`config.mk`:
```
export PLATFORM = sky130hd
export DESIGN_NAME = text_line_formatter_unit
export DESIGN_NICKNAME = d
export VERILOG_FILES = /design/src/sv/tlf_pkg.sv /design/src/sv/tlf_front.sv /design/src/sv/tlf_fifo.sv /design/src/sv/tlf_back.sv /design/src/sv/text_line_formatter_unit.sv
export SDC_FILE = /design/constraint.sdc
export NUM_CORES = 1
export LEC_CHECK = 0
export ABC_AREA = 1
export BUFFER_PORTS_ARGS = -buffer_cell sky130_fd_sc_hd__buf_2
export CORE_MARGIN = 2
export CORE_UTILIZATION = 56
export DETAILED_ROUTE_END_ITERATION = 10
export PLACE_DENSITY = 0.86
export RECOVER_POWER = 100
export SETUP_SLACK_MARGIN = 0.3
export SLEW_MARGIN = 30
export SYNTH_ARGS = -nofsm -noshare
export SYNTH_HDL_FRONTEND = slang
export SYNTH_SLANG_ARGS = --single-unit
export TNS_END_PERCENT = 20
```
`constraint.sdc`:
```
create_clock -name clk_i -period 2.8 [get_ports clk_i]
set_input_delay 0.56 -clock clk_i [delete_from_list [all_inputs] [get_ports clk_i]]
set_output_delay 0.56 -clock clk_i [all_outputs]
set_load 0.005 [all_outputs]
```
`src/sv/tlf_pkg.sv`:
```
// ----------------------------------------------------------------------------
// tlf_pkg: shared types and constants of the text line formatter
// Character codes, configuration register indexes and the job descriptor
// that travels from the front end to the output sequencer.
// ----------------------------------------------------------------------------
package tlf_pkg;

  localparam int NUMBER_DIGITS = 6;
  localparam int QUEUE_DEPTH   = 4;

  localparam logic [7:0] CH_SPACE    = 8'd32;
  localparam logic [7:0] CH_ZERO     = 8'd48;
  localparam logic [7:0] CH_TAB      = 8'd9;
  localparam logic [7:0] CH_NEWLINE  = 8'd10;
  localparam logic [7:0] CH_DOLLAR   = 8'd36;
  localparam logic [7:0] CH_CARET    = 8'd94;
  localparam logic [7:0] CTRL_OFFSET = 8'd64;
  localparam logic [7:0] CTRL_MAX    = 8'd31;

  localparam int CFG_IDX_W  = 3;
  localparam int CFG_DATA_W = 2;

  typedef enum logic [CFG_IDX_W-1:0] {
    CFG_NUMBER_MODE      = 3'd0,
    CFG_SQUEEZE_BLANK    = 3'd1,
    CFG_SHOW_ENDS        = 3'd2,
    CFG_SHOW_TABS        = 3'd3,
    CFG_SHOW_NONPRINTING = 3'd4
  } tlf_cfg_idx_e;

  typedef struct packed {
    logic [1:0] number_mode;
    logic       squeeze_blank;
    logic       show_ends;
    logic       show_tabs;
    logic       show_nonprinting;
  } tlf_cfg_t;

  // One queued job: an optional line number prefix, an optional lead byte
  // and the main byte that closes the run.
  typedef struct packed {
    logic       num_en;
    logic       pre_en;
    logic [7:0] pre_byte;
    logic [7:0] main_byte;
  } tlf_job_t;

endpackage

```
`src/sv/tlf_front.sv`:
```
// ----------------------------------------------------------------------------
// tlf_front: input acceptance and classification
// Tracks line starts, blank lines and the BCD line counter, and turns each
// accepted byte into a job for the queue. Squeezed blank lines push nothing.
// ----------------------------------------------------------------------------
module tlf_front #(
  parameter int NumDigits = tlf_pkg::NUMBER_DIGITS
) (
  input  logic                   clk_i,
  input  logic                   rst_ni,
  input  tlf_pkg::tlf_cfg_t      cfg_i,
  input  logic                   in_valid_i,
  output logic                   in_stall_o,
  input  logic [7:0]             in_byte_i,
  input  logic                   file_start_i,
  input  logic                   full_i,
  output logic                   push_o,
  output tlf_pkg::tlf_job_t      job_o,
  output logic [4*NumDigits-1:0] digits_o
);

  localparam int NumW = 4 * NumDigits;

  logic [NumW-1:0] line_number_q, line_number_d;
  logic            at_line_start_q, at_line_start_d;
  logic            prev_line_blank_q, prev_line_blank_d;

  logic [NumW-1:0] number_inc;
  logic            accept;
  logic            is_nl;
  logic            prev_eff;
  logic            suppress;
  logic            do_number;

  // Digits below the first one that is not nine roll to zero; all nines hold.
  always_comb begin
    logic       lower_nines;
    logic [3:0] d;
    lower_nines = 1'b1;
    number_inc  = line_number_q;
    for (int j = 0; j < NumDigits; j++) begin
      d = line_number_q[4*j +: 4];
      if (lower_nines) begin
        number_inc[4*j +: 4] = (d == 4'd9) ? 4'd0 : d + 4'd1;
      end
      lower_nines = lower_nines && (d == 4'd9);
    end
    if (lower_nines) begin
      number_inc = line_number_q;
    end
  end

  assign in_stall_o = full_i;
  assign accept     = in_valid_i && !full_i;
  assign is_nl      = (in_byte_i == tlf_pkg::CH_NEWLINE);
  assign prev_eff   = prev_line_blank_q && !file_start_i;
  assign suppress   = at_line_start_q && is_nl && cfg_i.squeeze_blank && prev_eff;
  assign do_number  = at_line_start_q &&
                      (cfg_i.number_mode[1] ? !is_nl : cfg_i.number_mode[0]);

  always_comb begin
    line_number_d     = line_number_q;
    at_line_start_d   = at_line_start_q;
    prev_line_blank_d = prev_line_blank_q;
    if (accept) begin
      if (suppress) begin
        prev_line_blank_d = prev_eff;
      end else begin
        prev_line_blank_d = at_line_start_q ? is_nl : prev_eff;
        at_line_start_d   = is_nl;
        if (do_number) begin
          line_number_d = number_inc;
        end
      end
    end
  end

  always_comb begin
    job_o.num_en    = do_number;
    job_o.pre_en    = 1'b0;
    job_o.pre_byte  = tlf_pkg::CH_CARET;
    job_o.main_byte = in_byte_i;
    if (is_nl) begin
      job_o.pre_en   = cfg_i.show_ends;
      job_o.pre_byte = tlf_pkg::CH_DOLLAR;
    end else if (in_byte_i == tlf_pkg::CH_TAB) begin
      if (cfg_i.show_tabs) begin
        job_o.pre_en    = 1'b1;
        job_o.main_byte = in_byte_i + tlf_pkg::CTRL_OFFSET;
      end
    end else if (in_byte_i <= tlf_pkg::CTRL_MAX && cfg_i.show_nonprinting) begin
      job_o.pre_en    = 1'b1;
      job_o.main_byte = in_byte_i + tlf_pkg::CTRL_OFFSET;
    end
  end

  assign push_o   = accept && !suppress;
  assign digits_o = number_inc;

  always_ff @(posedge clk_i or negedge rst_ni) begin
    if (!rst_ni) begin
      line_number_q     <= '0;
      at_line_start_q   <= 1'b1;
      prev_line_blank_q <= 1'b0;
    end else begin
      line_number_q     <= line_number_d;
      at_line_start_q   <= at_line_start_d;
      prev_line_blank_q <= prev_line_blank_d;
    end
  end

endmodule

```
`src/sv/tlf_fifo.sv`:
```
// ----------------------------------------------------------------------------
// tlf_fifo: job queue between front end and output sequencer
// A small register queue with a first-word view of the head entry.
// ----------------------------------------------------------------------------
module tlf_fifo #(
  parameter int Width = 8,
  parameter int Depth = tlf_pkg::QUEUE_DEPTH
) (
  input  logic             clk_i,
  input  logic             rst_ni,
  input  logic             push_i,
  input  logic [Width-1:0] wdata_i,
  input  logic             pop_i,
  output logic [Width-1:0] rdata_o,
  output logic             full_o,
  output logic             empty_o
);

  localparam int PtrW = $clog2(Depth);
  localparam int CntW = $clog2(Depth + 1);

  logic [Width-1:0] entries_q [Depth];
  logic [PtrW-1:0]  wptr_q, rptr_q;
  logic [CntW-1:0]  count_q;

  function automatic logic [PtrW-1:0] ptr_next(logic [PtrW-1:0] p);
    return (p == PtrW'(Depth - 1)) ? '0 : p + 1'b1;
  endfunction

  assign full_o  = (count_q == CntW'(Depth));
  assign empty_o = (count_q == '0);
  assign rdata_o = entries_q[rptr_q];

  always_ff @(posedge clk_i) begin
    if (push_i) begin
      entries_q[wptr_q] <= wdata_i;
    end
  end

  always_ff @(posedge clk_i or negedge rst_ni) begin
    if (!rst_ni) begin
      wptr_q  <= '0;
      rptr_q  <= '0;
      count_q <= '0;
    end else begin
      if (push_i) begin
        wptr_q <= ptr_next(wptr_q);
      end
      if (pop_i) begin
        rptr_q <= ptr_next(rptr_q);
      end
      if (push_i && !pop_i) begin
        count_q <= count_q + 1'b1;
      end else if (pop_i && !push_i) begin
        count_q <= count_q - 1'b1;
      end
    end
  end

  assert property (@(posedge clk_i) disable iff (!rst_ni) push_i |-> !full_o)
    else $error("tlf_fifo: push into a full queue");
  assert property (@(posedge clk_i) disable iff (!rst_ni) pop_i |-> !empty_o)
    else $error("tlf_fifo: pop from an empty queue");

endmodule

```
`src/sv/tlf_back.sv`:
```
// ----------------------------------------------------------------------------
// tlf_back: output sequencer
// Walks the head job through its byte positions (number digits, tab, lead
// byte, main byte), one byte per cycle while the output is not stalled, into the output register.
// ----------------------------------------------------------------------------
module tlf_back #(
  parameter int NumDigits = tlf_pkg::NUMBER_DIGITS
) (
  input  logic                   clk_i,
  input  logic                   rst_ni,
  input  logic                   head_valid_i,
  input  tlf_pkg::tlf_job_t      head_job_i,
  input  logic [4*NumDigits-1:0] head_digits_i,
  output logic                   pop_o,
  output logic                   out_valid_o,
  input  logic                   out_stall_i,
  output logic [7:0]             out_byte_o,
  output logic                   last_of_run_o
);

  localparam int NumPos = NumDigits + 3;
  localparam int PosW   = $clog2(NumPos);
  localparam logic [PosW-1:0] PosTab  = PosW'(NumDigits);
  localparam logic [PosW-1:0] PosPre  = PosW'(NumDigits + 1);
  localparam logic [PosW-1:0] PosMain = PosW'(NumDigits + 2);

  logic [7:0]      seq_bytes [NumPos];
  logic [PosW-1:0] pos_q, pos_d, cur_pos, start_pos;
  logic            started_q, started_d;
  logic            out_valid_q, out_valid_d;
  logic [7:0]      out_byte_q;
  logic            out_last_q;
  logic            load_ok;
  logic            emit;
  logic            is_last;

  // Position p shows digit NumDigits-1-p; zeros above the first nonzero
  // digit print as spaces, except the units digit.
  for (genvar p = 0; p < NumDigits; p++) begin : g_digit
    localparam int J = NumDigits - 1 - p;
    logic lead;
    assign lead = (head_digits_i[4*NumDigits-1:4*J] == '0) && (J != 0);
    assign seq_bytes[p] = lead ? tlf_pkg::CH_SPACE
                               : tlf_pkg::CH_ZERO + {4'd0, head_digits_i[4*J +: 4]};
  end
  assign seq_bytes[NumDigits]     = tlf_pkg::CH_TAB;
  assign seq_bytes[NumDigits + 1] = head_job_i.pre_byte;
  assign seq_bytes[NumDigits + 2] = head_job_i.main_byte;

  assign start_pos = head_job_i.num_en ? '0 : (head_job_i.pre_en ? PosPre : PosMain);
  assign cur_pos   = started_q ? pos_q : start_pos;
  assign load_ok   = !out_valid_q || !out_stall_i;
  assign emit      = head_valid_i && load_ok;
  assign is_last   = (cur_pos == PosMain);
  assign pop_o     = emit && is_last;

  always_comb begin
    pos_d       = pos_q;
    started_d   = started_q;
    out_valid_d = out_valid_q && out_stall_i;
    if (emit) begin
      out_valid_d = 1'b1;
      started_d   = !is_last;
      if (cur_pos == PosTab) begin
        pos_d = head_job_i.pre_en ? PosPre : PosMain;
      end else if (cur_pos == PosPre) begin
        pos_d = PosMain;
      end else begin
        pos_d = cur_pos + 1'b1;
      end
    end
  end

  always_ff @(posedge clk_i or negedge rst_ni) begin
    if (!rst_ni) begin
      pos_q       <= '0;
      started_q   <= 1'b0;
      out_valid_q <= 1'b0;
    end else begin
      pos_q       <= pos_d;
      started_q   <= started_d;
      out_valid_q <= out_valid_d;
    end
  end

  always_ff @(posedge clk_i) begin
    if (emit) begin
      out_byte_q <= seq_bytes[cur_pos];
      out_last_q <= is_last;
    end
  end

  assign out_valid_o   = out_valid_q;
  assign out_byte_o    = out_byte_q;
  assign last_of_run_o = out_last_q;

  // A job in progress stays at the head of the queue until its last byte.
  assert property (@(posedge clk_i) disable iff (!rst_ni) started_q |-> head_valid_i)
    else $error("tlf_back: job left the queue before its last byte");
  assert property (@(posedge clk_i) disable iff (!rst_ni)
                   (emit && !is_last) |=> (started_q && out_valid_o && !out_last_q))
    else $error("tlf_back: run continuation lost");

endmodule

```
`src/sv/text_line_formatter_unit.sv`:
```
// ----------------------------------------------------------------------------
// text_line_formatter_unit: line numbering and control byte display
// Formats a text byte stream: optional right-aligned BCD line numbers, blank
// line squeezing, end markers and caret notation for control bytes.
// ----------------------------------------------------------------------------
//   channel | direction | handshake              | payload
//   --------+-----------+------------------------+---------------------------
//   input   | in        | in_valid_i / in_stall_o | in_byte_i, file_start_i
//   output  | out       | out_valid_o/out_stall_i | out_byte_o, last_of_run_o
//   config  | in        | cfg_we_i               | cfg_idx_i, cfg_data_i
//
// The front end takes one byte per cycle while the job queue has room.
// The output sequencer's byte rate, one byte per cycle unless the output
// stalls, sets the sustained item rate: one byte for a plain byte, two for
// a caret pair or marked newline, up to NumDigits+3 at a numbered line start.
// Reset clears the configuration, the line counter and the queue, and sets
// the block to a line start. Output stalls back up through the queue into
// in_stall_o; a squeezed blank line is taken without any transfer out.
// ----------------------------------------------------------------------------
module text_line_formatter_unit #(
  parameter int NumDigits = tlf_pkg::NUMBER_DIGITS
) (
  input  logic                           clk_i,
  input  logic                           rst_ni,
  input  logic                           cfg_we_i,
  input  logic [tlf_pkg::CFG_IDX_W-1:0]  cfg_idx_i,
  input  logic [tlf_pkg::CFG_DATA_W-1:0] cfg_data_i,
  input  logic                           in_valid_i,
  output logic                           in_stall_o,
  input  logic [7:0]                     in_byte_i,
  input  logic                           file_start_i,
  output logic                           out_valid_o,
  input  logic                           out_stall_i,
  output logic [7:0]                     out_byte_o,
  output logic                           last_of_run_o
);

  localparam int NumW   = 4 * NumDigits;
  localparam int JobW   = $bits(tlf_pkg::tlf_job_t);
  localparam int QWidth = JobW + NumW;
  localparam int QDepth = tlf_pkg::QUEUE_DEPTH;

  tlf_pkg::tlf_cfg_t cfg_q;
  tlf_pkg::tlf_job_t push_job, head_job;
  logic [NumW-1:0]   push_digits, head_digits;
  logic              push, pop, full, empty;

  always_ff @(posedge clk_i or negedge rst_ni) begin
    if (!rst_ni) begin
      cfg_q <= '0;
    end else if (cfg_we_i) begin
      unique case (tlf_pkg::tlf_cfg_idx_e'(cfg_idx_i))
        tlf_pkg::CFG_NUMBER_MODE:      cfg_q.number_mode      <= cfg_data_i[1:0];
        tlf_pkg::CFG_SQUEEZE_BLANK:    cfg_q.squeeze_blank    <= cfg_data_i[0];
        tlf_pkg::CFG_SHOW_ENDS:        cfg_q.show_ends        <= cfg_data_i[0];
        tlf_pkg::CFG_SHOW_TABS:        cfg_q.show_tabs        <= cfg_data_i[0];
        tlf_pkg::CFG_SHOW_NONPRINTING: cfg_q.show_nonprinting <= cfg_data_i[0];
        default: ;
      endcase
    end
  end

  tlf_front #(
    .NumDigits (NumDigits)
  ) u_front (
    .clk_i        (clk_i),
    .rst_ni       (rst_ni),
    .cfg_i        (cfg_q),
    .in_valid_i   (in_valid_i),
    .in_stall_o   (in_stall_o),
    .in_byte_i    (in_byte_i),
    .file_start_i (file_start_i),
    .full_i       (full),
    .push_o       (push),
    .job_o        (push_job),
    .digits_o     (push_digits)
  );

  tlf_fifo #(
    .Width (QWidth),
    .Depth (QDepth)
  ) u_fifo (
    .clk_i   (clk_i),
    .rst_ni  (rst_ni),
    .push_i  (push),
    .wdata_i ({push_digits, push_job}),
    .pop_i   (pop),
    .rdata_o ({head_digits, head_job}),
    .full_o  (full),
    .empty_o (empty)
  );

  tlf_back #(
    .NumDigits (NumDigits)
  ) u_back (
    .clk_i         (clk_i),
    .rst_ni        (rst_ni),
    .head_valid_i  (!empty),
    .head_job_i    (head_job),
    .head_digits_i (head_digits),
    .pop_o         (pop),
    .out_valid_o   (out_valid_o),
    .out_stall_i   (out_stall_i),
    .out_byte_o    (out_byte_o),
    .last_of_run_o (last_of_run_o)
  );

endmodule
```
* Yosys cells after proc, flatten, opt, wreduce, memory -nomap -nowiden
Memories as Yosys holds them, arrays and structs flattened.
Cells that the tools add are included.
** Word-level totals
- Flip-flop bits (word level) :: 54
- Bits in writable memories :: 164
- Output and inout bits :: 11
- Word-level logic and storage cells :: 145
- Memories kept :: 1
** Memory list
- u_fifo.entries_q :: words 4, bits a word 41, rd ports 1, clocked after Yosys merged registers in 0, wr ports 1, RTL line tlf_fifo.sv:22 : logic [Width-1:0] entries_q [Depth];
** Cells by class
- Add/sub/neg operators :: 18
- $lt $le $gt $ge :: 2
- Equality and inequality tests :: 18
- Muxes and demuxes :: 44
- Bitwise operators :: 2
- Reductions and logical operators :: 44
** Operators with widths (count)
- 2-to-1 mux 8 bit :: 11
- 2-to-1 mux 4 bit :: 16
- adder 6 x 4 -> 7 bit, first input constant :: 6
- binary-select mux 8 bit (select 4 bit) :: 1
- adder 4 x 1 -> 4 bit, second input constant :: 7
- == test 4 bit, second input constant :: 7
- 2-to-1 mux 24 bit :: 1
- zero test 20 bit :: 1
- logical AND 1 bit :: 18
- == test 8 x 4 -> 1 bit, second input constant :: 2
- zero test 16 bit :: 1
- zero test 12 bit :: 1
- AND reduction 2 bit :: 6
- zero test 1 bit :: 10
- 2-to-1 mux 1 bit :: 10
- adder 8 x 7 -> 8 bit, second input constant :: 1
- == test 4 x 3 -> 1 bit, second input constant :: 2
- less-or-equal comparator 8 x 5 -> 1 bit, second input constant :: 1
- zero test 8 bit :: 1
- 2-to-1 mux 7 bit :: 1
- == test 3 x 2 -> 1 bit, second input constant :: 2
- == test 3 bit, second input constant :: 2
- zero test 3 bit :: 2
- 2-to-1 mux 3 bit :: 2
- other kinds (13) :: 16

* Depth between registers and ports, before layout
Gate-level depths: netlist of the first run.
- Word-level depth :: 10
- Mapped depth :: 18

* By module
Synthesis of the first run repeated with hierarchy kept, for this count alone.
** Second synthesis, totals
- Cell total of the unflattened synthesis :: 1092
- Area, all modules :: 10860.4 um^2
** Modules (own cells, without submodules)
- tlf_fifo :: times used 1, cells each 541, area an instance 7131.8 um^2, seq. area each 5220.0 um^2
- tlf_front :: times used 1, cells each 305, area an instance 2094.5 um^2, seq. area each 651.9 um^2
- tlf_back :: times used 1, cells each 205, area an instance 1332.5 um^2, seq. area each 420.4 um^2
- text_line_formatter_unit :: times used 1, cells each 41, area an instance 301.5 um^2, seq. area each 150.1 um^2

* Worst setup path before layout of the first run
OpenSTA, ideal clock, no wires.
- Path kind :: in2reg
- Start :: in in_byte_i[6]
- End :: mem u_fifo.entries_q[0][0] (netlist bit), enable pin
- Arrival :: 3.011 ns
- Data required time :: 2.371 ns
- Path slack :: -0.640 ns
- Cell stages on the path :: 9
- Path buffers :: 0
- Path through :: inv_1 ha_1 nand2_1 nor4_4 nand2_1 nor2_1 nor2_2 inv_1 nor2_1
** On the way
- Longest elaborated chain between the ends :: 8
** RTL lines
- start, declared :: RTL line text_line_formatter_unit.sv:30 : input logic [7:0] in_byte_i,
- == test 8 x 4 -> 1 bit :: RTL line tlf_front.sv:55 : assign is_nl = (in_byte_i == tlf_pkg::CH_NEWLINE);
- logical AND 1 bit (3 in a row) :: RTL line tlf_front.sv:57 : assign suppress = at_line_start_q && is_nl && cfg_i.squeeze_blank && prev_eff;
- zero test 1 bit :: RTL line tlf_front.sv:97 : assign push_o = accept && !suppress;
- logical AND 1 bit :: RTL line tlf_front.sv:97
- via push :: RTL line text_line_formatter_unit.sv:46 : logic push, pop, full, empty;
- 2-to-1 mux 1 bit :: RTL line tlf_fifo.sv:35 : if (push_i) begin
- 2-to-1 mux 1 bit (implied by the code) :: RTL line tlf_fifo.sv:36 : entries_q[wptr_q] <= wdata_i;
- end, declared :: RTL line tlf_fifo.sv:22
The timed path passes the listed nets, and every way through them passes these cells.

* Worst setup path after layout of the first run
- Start :: in in_byte_i[7]
- End :: mem u_fifo.entries_q[2][35] (netlist bit), enable pin
The elaborated chain is that of the path after synthesis.

==> summary.md, run 1 <==
| Metric | Value |
|---|---|
| Vias in the first global route | 6721 |
| Syn nets | 932 |
| HPWL after detailed placement | 13400 um |
| ANT nets after route | 0 |
| Ys async rst share | 0.227 |
| DIE WIDTH | 132 um |
| Synth Cell Area | 9220 um2 |
| Row cnt | 46 |
| Synth Area per Inst | 10.2 um2 |
| Nature of the critical path startpoint | input port |
| Drt pass-1 iters | 8 |
| Clk_lat worst skew | 0.44 ns |
| Most common cell after layout, fill and taps aside | nand2_1 |
| WS Path Type | in -> reg |
| Starting Density | 0.576 |
| Drt wl/cell | 17.9 um |
| Post-synth cell types | 53 |
| Hold_ws | 0.363 ns |
| Tmin final | 2.62 ns |
| Initial DRC count | 867 |
| DR vias/cell | 5.82 |
| CTS tree | yes |
| Worst slew pin tran | 1.24 ns |
| Die height | 132 um |
| Area of the multi-input gates | 3070 um2 |
| Reg area | 5720 um2 |
| Clock transition at the registers of the reported paths | 0.07 ns |
| Endpoint class of the critical path | flip-flop |
| Final-report max-slew violation count | 0 |
| Pleak | 4.13 nW |
| Clock sink count | 198 |
| Most frequent cells in the layout | nand2_1, edfxtp_1, nand3_1, o21ai_0, inv_1 |
| Filler instances | 1177 |
| Worst EP required | 2.88 ns |
| Num CTS Buffers | 17 |
| Die Footprint | 17500 um2 |
| # DRC | 0 |
| Worst path arrival time | 2.70 ns |
| Register-to-register setup slack | 0.20 ns |
| Slew HR | 0.174 |
| Layout cells sized above 1 | 0.133 |
| H-tree depth | 4 |
| R2R depth | 17 |
| Final setup viols | 0 |
| Yosys warnings | 0 |
| First-pass GRT wire length | 33500 um |
| Synth Flop Type | edfxtp_1 |
| Number of flops mapped to enable cells by yosys | 153 |
| Crit path max fanout | 15 |
| Nets | 983 |
| Final worst-path cycle share | 0.934 |
| GRT Overall Usage | 0.246 |
| Final Hold Fails | 0 |
| P&R area growth vs syn | 12.2% |
| Critical Path Start | in_byte_i[7] |
| Worst hold-check path type | in -> async |
| Initial antenna violation count | 0 |
| Sequential area share after synthesis | 0.621 |
| Clock buffer depth | 2 |
| R2R Path End | u_fifo.count_q[2] |
| Final Util | 0.646 |
| GP Congestion | 0.904 |
| Routed WL | 21100 um |
| RSZ-0062 raised after global routing | yes |
| PD cells | 1060 nW/um2 |
| Max Cap Viol | 0 |
| Vias | 6871 |
| Status | finished clean |
| F_max | 0.382 GHz |
| Largest net degree at the start of global routing | 48 |
| IO buf count | 29 |
| Antenna Cells | 0 |
| Clk root buf | clkbuf_16 |
| Mapped Cells | 901 |
| Clock skew | 0.00793 ns |
| Max VDD drop | 583 uV |
| Ports | 30 |
| Core area | 16000 um2 |
| Total gr overflow | 0 |
| Synthesis-stage register bit count | 198 |
| FF-to-FF Start | u_fifo.rptr_q[0] |
==> repair_timing <==
item                                    in CTS  in global routing
hold buffers                                 0                  0
buffers inserted                             4                  3
endpoints found under the setup margin       2                  4
pin swaps                                    6                 10
gates resized for setup                     11                 16
==> synthesized netlist by cell type (all sizes together), types with 4 or more instances <==
cell type,count,area share
nand3,86,0.048
buf,24,0.016
dfrtp,44,0.12
edfxtp,153,0.50
nor4,4,0.0060
o211ai,4,0.0038
a31oi,4,0.0027
nand2,262,0.11
xor2,7,0.0067
ha,11,0.015
nor2,73,0.037
inv,76,0.031
o21ai,90,0.050
clkbuf,6,0.0026
nor3,6,0.0068
a21oi,14,0.0084
nand4,8,0.0061
o22ai,11,0.0075
==> worst max-delay path by stage <==
stage	slack, ns	depth (start not counted)	to
floorplan	-0.08	9	u_fifo.entries_q[0][0]
global placement	0.09	10	u_fifo.entries_q[2][26]
detailed placement	0.04	14	u_fifo.count_q[1]
CTS	0.31	16	u_fifo.count_q[2]
global route	0.09	17	u_fifo.count_q[2]
finish	0.18	11	u_fifo.entries_q[2][35]
==> through the flow <==
step	setup TNS (ns)	total power, W	area (um2)	setup slack (ns)	cells
4_1_cts	0	0.0108	10400	0.305	1178
3_5_place_dp	0	0.00826	9780	0.0415	1142
2_1_floorplan	-11.61	0.00704	9230	-0.0806	901
3_3_place_gp	0	0.00799	9670	0.0850	1137
6_report	0	0.0109	10300	0.184	1181
5_1_grt	0	0.0115	10300	0.0901	1181
==> state kept, by name, indices dropped and copies added (netlist names), 2 cells and up <==
register	flops
u_fifo.entries_q	144
u_back.pos_q	4
u_front.line_number_q	24
cfg_q	6
u_back.out_byte_o	8
u_fifo.rptr_q	2
u_fifo.wptr_q	2
u_fifo.count_q	3
==> layout make-up <==
cell class | instances | share of cell area
Tap cell | 216 | 0.0261
Timing Repair Buffer | 62 | 0.0381
Clock inverter | 9 | 0.0123
Multi-Input combinational cell | 596 | 0.297
Clock buffer | 23 | 0.0443
Inverter | 77 | 0.0289
Sequential cell | 198 | 0.553
==> report_power, final <==
group / internal, W / switching, W / leakage [nW]
registers: 0.00399 / 0.000284 / 1.85
clock network: 0.00142 / 0.00103 / 0.277
logic: 0.00132 / 0.00289 / 2.00
total: 0.00673 / 0.00420 / 4.13
==> cell families after synthesis <==
family          after synthesis  synth area share
simple gates                445             0.223
buf+inv                     107            0.0502
xor+xnor                      8           0.00760
flops                       198             0.621
compound gates              129            0.0794
fa+ha+maj                    12            0.0171
mux                           2           0.00244
==> metal layers <==
layer	wire length, um	share of wire	global-route usage	vias to the layer above
li1	-	-	-	3168
met1	8300	0.39	0.315	3272
met2	10700	0.51	0.418	367
met3	1520	0.072	0.0434	64
met4	599	0.028	0.102	0
met5	0	0	0	-
==> critical path: stages <==
cell and delay [ns]:
buf_2 0.10, inv_1 0.05, ha_1 0.19, nand2_1 0.12
nor4_4 0.06, nand2_1 0.14, nor2_1 0.08, nor2_2 0.14
inv_1 0.13, nor2_2 0.58, clkbuf_2 0.52
Power figures use the tool's default switching activity.
==> run 2: changes to the inputs <==
--- a/config.mk
+++ b/config.mk
@@ -5,7 +5,6 @@
 export SDC_FILE = /design/constraint.sdc
 export NUM_CORES = 1
 export LEC_CHECK = 0
-export ABC_AREA = 1
 export BUFFER_PORTS_ARGS = -buffer_cell sky130_fd_sc_hd__buf_2
 export CORE_MARGIN = 2
 export CORE_UTILIZATION = 56
==> summary.md, run 2 <==
| Metric | Value |
|---|---|
| Crit-path cells | buf_4 -> buf_12 -> mux4_2 -> or4_4 -> nand2b_4 -> o41ai_2 -> nand3_1 -> a32o_1 |
| Final setup viols | 0 (unchanged) |
| Crit path max fanout | 22 (+7) |
| Slowest CP cell | or4_4 |
| Largest cells by area after synthesis | edfxtp_1, dfrtp_1, mux4_2, mux2_2, xnor2_1 |
| Tmin final | 2.79 ns (+0.174 ns) |
| Cell accounting for the most synthesized area | edfxtp_1 |
| Post-synth cell types | 70 (+32%) |
| RSZ-0062 raised after global routing | yes |
| # DRC | 0 (unchanged) |
| First-pass GRT wire length | 31100 um (-7.3%) |
| DIE WIDTH | 130 um (-1.9%) |
| Clk root buf | clkbuf_16 |
| F_max | 0.358 GHz (-6.3%) |
| DR vias/cell | 6.48 (+11%) |
| Clock transition at the registers of the reported paths | 0.07 ns (about the same) |
| HPWL after detailed placement | 12000 um (-10%) |
| Slowest stage delay, CP | 0.57 ns (about the same) |
| Starting Density | 0.579 (+0.00251) |
| CP Buf/Inv Count | 2 (-2) |
| Area share of the largest cell type after synthesis | 0.518 (+0.0201) |
| ANT nets after route | 0 (unchanged) |
| Crit. path cell count | 8 (-3) |
| Worst path arrival time | 2.99 ns (+0.29 ns) |
| Number of flops mapped to enable cells by yosys | 153 (unchanged) |
| Routed WL | 21000 um (-0.20%) |
| Num CTS Buffers | 17 (unchanged) |
| Core area | 15300 um2 (-4.3%) |
| Initial DRC count | 804 (-7.3%) |
| Vias in the first global route | 5562 (-17%) |
| WS Path Type | reg -> reg |
| Total gr overflow | 0 (unchanged) |
| Final-report max-slew violation count | 0 (unchanged) |
| Reg area | 5720 um2 (about the same) |
| GP Congestion | 0.879 (-2.7%) |
| Clock buffer depth | 2 (unchanged) |
| Antenna Cells | 0 (unchanged) |
| Max Cap Viol | 0 (unchanged) |
| Endpoint class of the critical path | flip-flop |
| Synth top cells by count | edfxtp_1, dfrtp_1, mux4_2, nand2_1, nor2_1 |
| Synth Area in XOR/XNOR | 0.0277 (+0.0201) |
| Drt pass-1 iters | 5 (-3) |
| PD cells | 1010 nW/um2 (-4.9%) |
| Final Hold Fails | 0 (unchanged) |
| Sequential area share after synthesis | 0.646 (+0.0250) |
| Worst slew pin tran | 1.23 ns (-0.0118 ns) |
| Nature of the critical path startpoint | flip-flop |
| Post-synthesis mux area share | 0.137 (+0.134) |
| Compound-Gate Fraction of Synth Area | 0.0579 (-0.0215) |
| Clock skew | 0.0128 ns (+0.00487 ns) |
| CTS tree | yes |
| Ports | 30 (unchanged) |
| Largest net degree at the start of global routing | 46 (-4.2%) |
| Clock sink count | 198 (unchanged) |
| Final worst-path cycle share | 0.997 (+0.0623) |
| Hold depth | 3 |
| # hold bufs at CTS | 0 (unchanged) |
| Worst EP required | 2.99 ns (+0.11 ns) |
| P&R area growth vs syn | 16.3% |
| Area of the multi-input gates | 3130 um2 (+1.9%) |
| Pleak | 3.61 nW (-13%) |
| Largest family of logic cells by synthesized area | multiplexers |
| Worst hold-check path type | in -> reg |
| Synthesis-stage register bit count | 198 (unchanged) |
| Most frequent cells in the layout | edfxtp_1, dfrtp_1, mux4_2, nand2_1 |
| Count leader, synth | edfxtp_1 |
| Initial antenna violation count | 0 (unchanged) |
| Synth Cell Area | 8860 um2 (-3.9%) |
| R2R depth | 8 (-9) |
| Layout cells sized above 1 | 0.267 (+0.134) |
| Clk_lat worst skew | 0.44 ns (about the same) |
| Drt wl/cell | 24.2 um (+35%) |
| Slew HR | 0.182 (+0.00788) |
| Most common cell after layout, fill and taps aside | edfxtp_1 |
| Synth Flop Type | edfxtp_1 |
| Adder-Cell Fraction of Synth Area | 0.0178 (+0.000688) |
| IO buf count | 29 (unchanged) |
| Nets | 678 (-31%) |
| Worst setup margin | 0.00919 ns (-0.174 ns) |
| Post-placement worst setup slack | -0.0881 ns (-0.130 ns) |
| Die height | 130 um (-1.9%) |
| Die Footprint | 16800 um2 (-3.8%) |
| Biggest register | u_fifo.entries_q |
| Status | finished clean |
| Max reg flops | 144 (unchanged) |
| GRT Overall Usage | 0.251 (+0.00498) |
| Syn nets | 597 (-36%) |
| H-tree depth | 4 (unchanged) |
| Yosys warnings | 0 (unchanged) |
| Vias | 5639 (-18%) |
| Filler instances | 965 (-18%) |
| Synth Area per Inst | 15.7 um2 (+53%) |
| Family with the most delay on the worst path | simple AND/OR/NAND/NOR gates |
| Post-Synth Simple-Gate Area | 0.0940 (-0.129) |
| Fin area | 10300 um2 (-0.39%) |
| Mapped Cells | 566 (-37%) |
| Ys async rst share | 0.227 (unchanged) |
| Area after DPL | 9530 um2 (-2.5%) |
| Max VDD drop | 575 uV (-1.4%) |
| Row cnt | 45 (-2.2%) |
[run 2: changes by cell type in the layout (fill, tap and decap cells not counted), moves of 8 or more]
| cell | previous run | this run |
|---|---|---|
| buf_4 | 21 | 31 |
| inv_1 | 63 | 14 |
| mux2_2 | 1 | 19 |
| mux4_2 | 0 | 35 |
| nand2_1 | 247 | 33 |
| nand2_2 | 8 | 0 |
| nand3_1 | 84 | 16 |
| nor2_1 | 62 | 31 |
| o21ai_0 | 78 | 15 |
| o21ai_1 | 10 | 2 |
| o22ai_1 | 11 | 0 |
| xnor2_1 | 1 | 18 |
[run 2: kinds of logic after synthesis]
logic type	Yosys count
AO/OA/AOI/OAI	73
XOR/XNOR	28
adder cells (fa/ha/maj)	12
buffers and inverters	35
flip-flops	198
multiplexers	70
AND/OR/NAND/NOR	150
[run 2: repair_timing]
action	CTS	global route
setup buffers	14	7
hold endpoints to repair	0	0
gates resized for setup	30	11
setup endpoints to repair	29	57
pin swaps	9	1
[run 2: final timing paths]
| path | startpoint | to | slack [ns] |
|---|---|---|---|
| max in group asynchronous | rst_ni | u_fifo.rptr_q[1] | 1.60 |
| max reg2reg | u_fifo.rptr_q[1] | u_back.out_byte_o[4] | 0.009 |
| min in group asynchronous | rst_ni | u_front.line_number_q[23] | 0.38 |
| min reg2reg | u_front.prev_line_blank_q | u_front.prev_line_blank_q | 0.51 |
| max | u_fifo.rptr_q[1] | u_back.out_byte_o[4] | 0.009 |
| min | out_stall_i | u_back.out_valid_o | 0.35 |
[run 2: routing by layer]
| layer | up-vias | track usage | part of all wire |
|---|---|---|---|
| met2 | 360 | 0.416 | 0.51 |
| met3 | 74 | 0.0480 | 0.078 |
| li1 | 2375 | - | - |
| met1 | 2830 | 0.323 | 0.37 |
| met4 | 0 | 0.122 | 0.037 |
| met5 | - | 0 | 0 |
[run 2: where the power goes]
group	internal, W	total, W	leakage (nW)	switching [W]
combinational	0.00173	0.00383	1.43	0.00210
sequential	0.00385	0.00414	1.90	0.000289
clock	0.00134	0.00239	0.279	0.00105
total	0.00692	0.0104	3.61	0.00344
[run 2: layout make-up]
cell class / instances / area share
Multi-Input combinational cell: 333 / 0.304
Clock inverter: 12 / 0.0126
Sequential cell: 198 / 0.556
Clock buffer: 19 / 0.0430
Inverter: 17 / 0.00668
Tap cell: 211 / 0.0256
Timing Repair Buffer: 80 / 0.0527
[run 2: tightest hold or removal path: cells and delay by family]
kind,cells,cell delay [ns]
buf+inv,1,0.09
simple gates,2,0.09
[run 2: stage by stage]
stage	power [W]	cells	util	TNS [ns]	hold WS, ns
final	0.0104	870	0.673	0	0.349
after global routing	0.0107	870	0.673	-0.0273	0.360
after CTS	0.0101	863	0.675	0	0.151
after detailed placement	0.00741	818	0.622	-0.215	0.487
after global placement	0.00722	818	0.622	0	0.470
after floorplan	0.00635	566	-	0	0.264
